==> config.mk <==
export PLATFORM = sky130hd
export DESIGN_NAME = ipalu_arith
export DESIGN_NICKNAME = d
export VERILOG_FILES = /design/src/rtl/ipalu_pkg.sv /design/src/rtl/ipalu_arith.sv
export SDC_FILE = /design/constraint.sdc
export NUM_CORES = 2
export LEC_CHECK = 0
export BUFFER_PORTS_ARGS = -buffer_cell sky130_fd_sc_hd__buf_4
export CELL_PAD_IN_SITES_DETAIL_PLACEMENT = 1
export CELL_PAD_IN_SITES_GLOBAL_PLACEMENT = 2
export CORE_MARGIN = 3
export CORE_UTILIZATION = 35
export DETAILED_ROUTE_END_ITERATION = 10
export GPL_TIMING_DRIVEN = 0
export PLACE_DENSITY = 0.77
export SETUP_SLACK_MARGIN = 0.3
export SYNTH_ARGS = -nofsm -noshare
export SYNTH_HDL_FRONTEND = slang
export SYNTH_SLANG_ARGS = --single-unit
==> constraint.sdc <==
create_clock -name clk -period 7.3 [get_ports clk]
set_input_delay 0.365 -clock clk [delete_from_list [all_inputs] [get_ports clk]]
set_output_delay 0.365 -clock clk [all_outputs]
set_load 0.01 [all_outputs]
==> src/rtl/ipalu_pkg.sv <==
// Package: shared types and constants for the IP address ALU.
`default_nettype none
package ipalu_pkg;
	localparam int AddrW     = 128;
	localparam int DivW      = 32;
	localparam int DivBits   = 4;
	localparam int DivStages = AddrW / DivBits;
	localparam logic [DivW-1:0] Sat32 = '1;

	typedef enum logic [2:0] {
		K_CMP   = 3'd0,
		K_ADDO  = 3'd1,
		K_SUBO  = 3'd2,
		K_ADDA  = 3'd3,
		K_DIST  = 3'd4,
		K_COUNT = 3'd5,
		K_MOD   = 3'd6,
		K_WIDEN = 3'd7
	} kind_t;

	typedef struct packed {
		kind_t              kind;
		logic               av6;
		logic               bv6;
		logic [AddrW-1:0]   a;
		logic [AddrW-1:0]   b;
		logic [63:0]        b_raw;
	} item_t;

	typedef struct packed {
		kind_t              kind;
		logic               av6;
		logic               bv6;
		logic [AddrW-1:0]   a;
		logic               eq;
		logic               lt;
		logic [AddrW-1:0]   off_sum;
		logic [AddrW-1:0]   addr_sum;
		logic [AddrW-1:0]   d_ab;
		logic [AddrW-1:0]   d_ba;
		logic               dzero;
	} mid_t;

	typedef struct packed {
		logic [63:0]        rh;
		logic [63:0]        rl;
		logic               rv6;
		logic               eq;
		logic               lt;
		logic               gt;
		logic [DivW-1:0]    val;
		logic               err;
		logic               is_mod;
	} res_t;

	typedef struct packed {
		logic [DivW-1:0]    rem;
		logic [AddrW-1:0]   num;
		logic [DivW-1:0]    d;
	} div_t;
endpackage
`default_nettype wire

==> src/rtl/ipalu_arith.sv <==
// Two-stage datapath for compare, add, distance, count and widen; also marks modulo items and flags a zero divisor.
`default_nettype none
module ipalu_arith (
	input  wire logic            clk,
	input  wire logic            en,
	input  ipalu_pkg::item_t     item,
	output ipalu_pkg::res_t      res
);
	import ipalu_pkg::*;

	mid_t mid_s2;
	res_t res_s3;
	logic [AddrW-1:0] off_ext;
	mid_t mid_d;
	res_t res_d;
	logic [AddrW-1:0] dist_sel;

	always_comb begin
		off_ext         = {{(AddrW-64){item.b_raw[63]}}, item.b_raw};
		mid_d.kind      = item.kind;
		mid_d.av6       = item.av6;
		mid_d.bv6       = item.bv6;
		mid_d.a         = item.a;
		mid_d.eq        = (item.a == item.b);
		mid_d.lt        = (item.a < item.b);
		mid_d.off_sum   = (item.kind == K_SUBO) ? item.a - off_ext : item.a + off_ext;
		mid_d.addr_sum  = item.a + item.b;
		mid_d.d_ab      = item.a - item.b;
		mid_d.d_ba      = item.b - item.a;
		mid_d.dzero     = (item.b_raw[DivW-1:0] == '0);
	end

	always_ff @(posedge clk) begin
		if (en) begin
			mid_s2 <= mid_d;
		end
	end

	always_comb begin
		dist_sel = mid_s2.lt ? mid_s2.d_ba : mid_s2.d_ab;
		res_d = '0;
		res_d.rv6 = mid_s2.av6;
		case (mid_s2.kind)
			K_CMP: begin
				if (mid_s2.av6 != mid_s2.bv6) begin
					res_d.lt = !mid_s2.av6;
					res_d.gt = mid_s2.av6;
				end else begin
					res_d.eq = mid_s2.eq;
					res_d.lt = mid_s2.lt;
					res_d.gt = !mid_s2.eq && !mid_s2.lt;
				end
			end
			K_ADDO, K_SUBO: begin
				if (mid_s2.av6) begin
					{res_d.rh, res_d.rl} = mid_s2.off_sum;
				end else begin
					res_d.rl = {32'd0, mid_s2.off_sum[31:0]};
				end
			end
			K_ADDA: begin
				if (mid_s2.av6 != mid_s2.bv6) begin
					res_d.err = 1'b1;
				end else if (mid_s2.av6) begin
					{res_d.rh, res_d.rl} = mid_s2.addr_sum;
				end else begin
					res_d.rl = {32'd0, mid_s2.addr_sum[31:0]};
				end
			end
			K_DIST, K_COUNT: begin
				if (mid_s2.av6 != mid_s2.bv6) begin
					res_d.err = 1'b1;
				end else if (dist_sel[AddrW-1:DivW] != '0) begin
					res_d.val = Sat32;
				end else if (mid_s2.kind == K_COUNT && dist_sel[DivW-1:0] != Sat32) begin
					res_d.val = dist_sel[DivW-1:0] + 1'b1;
				end else begin
					res_d.val = dist_sel[DivW-1:0];
				end
			end
			K_MOD: begin
				res_d.is_mod = 1'b1;
				res_d.err    = mid_s2.dzero;
			end
			default: begin
				{res_d.rh, res_d.rl} = mid_s2.a;
				res_d.rv6 = 1'b1;
			end
		endcase
	end

	always_ff @(posedge clk) begin
		if (en) begin
			res_s3 <= res_d;
		end
	end

	assign res = res_s3;
endmodule
`default_nettype wire

==> results.sh <==
export IMPL_worstReg2RegEnd="res[27]"
export IMPL_ioPinCount=493
export IMPL_grt_pass1_vias=60197
export IMPL_synth_simple_gate_area_share_pct=12.7
export IMPL_failed_checks="capacitance limit, slew limit"
export IMPL_place_worst_setup_slack_ps=-5440
export IMPL_die_h_um=431
export IMPL_crit_required_ps=7850
export IMPL_number_of_enable_flip_flop_cells_after_synthesis=812
export IMPL_p_seq_share_pct=37.6
export IMPL_number_of_levels_in_the_clock_h_tree=3
export IMPL_drt_first_pass_iters=6
export IMPL_drt_drc_violations_left=0
export IMPL_floorplan_core_area_um2=179000
export IMPL_layout_cells_most_common_list="961 x sky130_fd_sc_hd__a21oi_1, 812 x sky130_fd_sc_hd__edfxtp_1, 522 x sky130_fd_sc_hd__buf_4"
export IMPL_die_area_um2=186000
export IMPL_timing_setup_critical_path_class="input port to register"
export IMPL_port_buffers=491
export IMPL_reg2reg_depth=17
export IMPL_synthAdderAreaFrac_pct=10.3
export IMPL_gp_congestion=0.972
export IMPL_max_vdd_ir_drop_mv=0.164
export IMPL_synth_top_family_by_area="compound AO/OA/AOI/OAI gates"
export IMPL_grt_antenna_before_repair=20
export IMPL_vias=58878
export IMPL_final_hold_worst_slack_ps=111
export IMPL_number_of_nets_in_the_layout=8485
export IMPL_final_max_slew_violation_count=2
export IMPL_cts_path_max_buffers=3
export IMPL_timing_hold_violations_final=0
export IMPL_cellInternalPower_uw=10800
export IMPL_routed_wire_length_per_instance_um=29.3
export IMPL_switching_share_pct=35.2
export IMPL_fin_crit_sh_pct=94.8
export IMPL_crit_top_cell="sky130_fd_sc_hd__buf_4"
export IMPL_rr_startpoint="mid_s2[513]"
export IMPL_globalRouteTotalUtil_pct=30.8
export IMPL_synthMuxAreaShare_pct=0.321
export IMPL_synth_seq_cells=812
export IMPL_hp_class="input port to register"
export IMPL_fin_worst_skew_ps=38.0
export IMPL_p_leak_uw=0.0296
export IMPL_setup_violations=0
export IMPL_place_hpwl_um=245000
export IMPL_ys_seq_area_share_pct=38.6
export IMPL_timing_critical_path_from_type="input port"
export IMPL_worst_slack_ps=379
export IMPL_drt_total_wl_um=296000
export IMPL_power_net_switching_uw=5890
export IMPL_power_density_nw_per_um2=221
export IMPL_netlist_area_um2=63200
export IMPL_route_detailed_vias_per_inst=5.83
export IMPL_synth_async_reset_ratio_pct=0
export IMPL_clock_sinks=812
export IMPL_synth_avg_cell_area_um2=9.19
export IMPL_post_synth_xor_area_fraction_pct=8.25
export IMPL_netlist_cell_type_count=108
export IMPL_synthDominantCellAreaShare_pct=38.6
export IMPL_drtIter0Drc=5156
export IMPL_synth_fp_nets=7716
export IMPL_critPathMaxStageDelay_ps=480
export IMPL_maxSlewHeadroom_pct=-1.92
export IMPL_r2r_setup_slk_ps=1410
export IMPL_setup_repair_after_global_routing_missed_its_margin="no"
export IMPL_worstSetupEndpointType="register"
export IMPL_final_period_minus_worst_setup_slack_ps=6920
export IMPL_status="finished, violations left"
export IMPL_critPathArrivalTime_ps=7470
export IMPL_clock_tree_root_cell="sky130_fd_sc_hd__clkbuf_16"
export IMPL_cts_buffers_inserted=98
export IMPL_yosys_warning_total=0
export IMPL_drive_gt1_share_pct=12.2
export IMPL_ys_dominant_reg_cell="sky130_fd_sc_hd__edfxtp_1"
export IMPL_core_rowCount=155
export IMPL_fillerInstances=20511
export IMPL_max_clock_freq_mhz=144
export IMPL_cp_max_fanout=7
export IMPL_yosys_top_cells_area="sky130_fd_sc_hd__edfxtp_1 39%, sky130_fd_sc_hd__ha_1 10%, sky130_fd_sc_hd__a21oi_1 7.7%"
export IMPL_cts_clk_slew_worst_paths_ps=60
export IMPL_share_of_power_burned_in_combinational_logic_pct=31.6
export IMPL_tightest_slew_ps=1510
export IMPL_final_core_utilization_pct=42.3
export IMPL_area_growth_pct=19.7
export IMPL_route_antenna_remaining_nets=0
export IMPL_netlist_instances=6873
export IMPL_overflow=0
export IMPL_worst_skew_pair_late_latency_ps=770
export IMPL_maxCapViolations=1
export IMPL_cts_tree="yes"
export IMPL_min_path_cells=3
export IMPL_grt_start_max_net_pins=127
export IMPL_die_width_um=431
export IMPL_worst_path_max_delay_cell="sky130_fd_sc_hd__a31oi_4"
export IMPL_grt_first_pass_wirelength_um=423000
export IMPL_min_delay_worst_endpoint="mid_s2[130]"
export IMPL_clock_power_share_pct=30.9
export IMPL_synth_compound_area_share_pct=24.9
export IMPL_mostFrequentLayoutCell="sky130_fd_sc_hd__a21oi_1"
export IMPL_initial_core_util_pct=35.3
export IMPL_yosysTopAreaCell="sky130_fd_sc_hd__edfxtp_1"
export IMPL_worstHoldStart="item[65]"
-- cell families after synthesis --
family                   Yosys count
XOR/XNOR                         595
adder cells (fa/ha/maj)          516
buffers and inverters            824
AO/OA/AOI/OAI                   2451
flip-flops                       812
AND/OR/NAND/NOR                 1655
multiplexers                      20
-- synthesized netlist by cell type (all sizes together), types with 26 or more instances --
cell and instances:
ha 512, nor2 484, a211oi 42, nand2 433
or3 31, nand3 87, or2 27, a21oi 968
nor3 101, o21bai 214, nor4 148, o31ai 78
a31oi 55, inv 484, clkbuf 232, edfxtp 812
a221oi 26, a222oi 32, buf 90, nand4 163
o211ai 28, xor2 106, xnor2 489, a21o 146
o21a 42, a21boi 43, nand2b 33, nor2b 55
a22o 193, o21ai 433
-- worst max path at each step --
stage                     slack (ps)  startpoint  depth (start not counted)           to
after global placement         -5380     item[4]                         29  mid_s2[505]
after global routing             310     item[0]                         29  mid_s2[505]
final                            380     item[4]                         33  mid_s2[505]
after floorplan                 1360     item[4]                         28  mid_s2[505]
after detailed placement       -5440     item[4]                         29  mid_s2[505]
after CTS                        310     item[0]                         27  mid_s2[508]
-- metrics by stage --
| step | power, uW | area [um^2] | std cells | setup TNS [ps] |
|---|---|---|---|---|
| global route | 17400 | 75600 | 10087 | 0 |
| CTS | 16800 | 75300 | 10068 | 0 |
| global placement | 11400 | 69800 | 9719 | -1047830 |
| floorplan | 9260 | 63200 | 6873 | 0 |
| detailed placement | 11500 | 70200 | 9736 | -183780 |
| finish | 16700 | 75600 | 10093 | 0 |
-- repair_timing --
action                                 in CTS  in global routing
buffers inserted                           16                 10
endpoints found under the hold margin     163                  0
hold buffers                              134                  0
setup endpoints to repair                  64                 28
pin swaps                                  15                 15
gates resized for setup                    63                 44
-- final cells by class --
cell class	instances	area, um^2	area share [%]
Timing Repair Buffer	669	5600	7.40
Clock buffer	110	2540	3.36
Sequential cell	812	24400	32.2
Antenna cell	14	35.0	0.0463
Tap cell	2355	2950	3.90
Multi-Input combinational cell	5237	36100	47.8
Inverter	502	1890	2.49
Buffer	322	1350	1.78
Clock inverter	72	774	1.02
-- worst max-delay path, delay by kind of cell --
kind | cells | cell delay (ps)
AOI/OAI and AO/OA | 9 | 2210
buffers and inverters | 7 | 1250
and+or+nand+nor | 15 | 2990
adders and majority gates | 2 | 590
-- state kept, by name (all words and copies together) (netlist names) --
name and cells:
mid_s2 646, res 166
-- per-layer routing --
metal | global-route usage [%] | up-vias | part of all wire (%)
met1 | 41.6 | 29652 | 44
met3 | 3.89 | 349 | 5.4
met5 | 0 | - | 0.023
met4 | 11.6 | 10 | 4.3
li1 | - | 27001 | -
met2 | 50.3 | 1866 | 46
-- power by group through the flow --
stage / combinational [uW] / sequential (uW) / clock (uW)
2_1_floorplan: 2960 / 6300 / 0
3_3_place_gp: 5020 / 6410 / 0
3_5_place_dp: 5080 / 6370 / 0
4_1_cts: 5200 / 6290 / 5270
5_1_grt: 5660 / 6340 / 5410
6_report: 5270 / 6280 / 5160
Note: power is estimated with default switching activity, not from simulation.
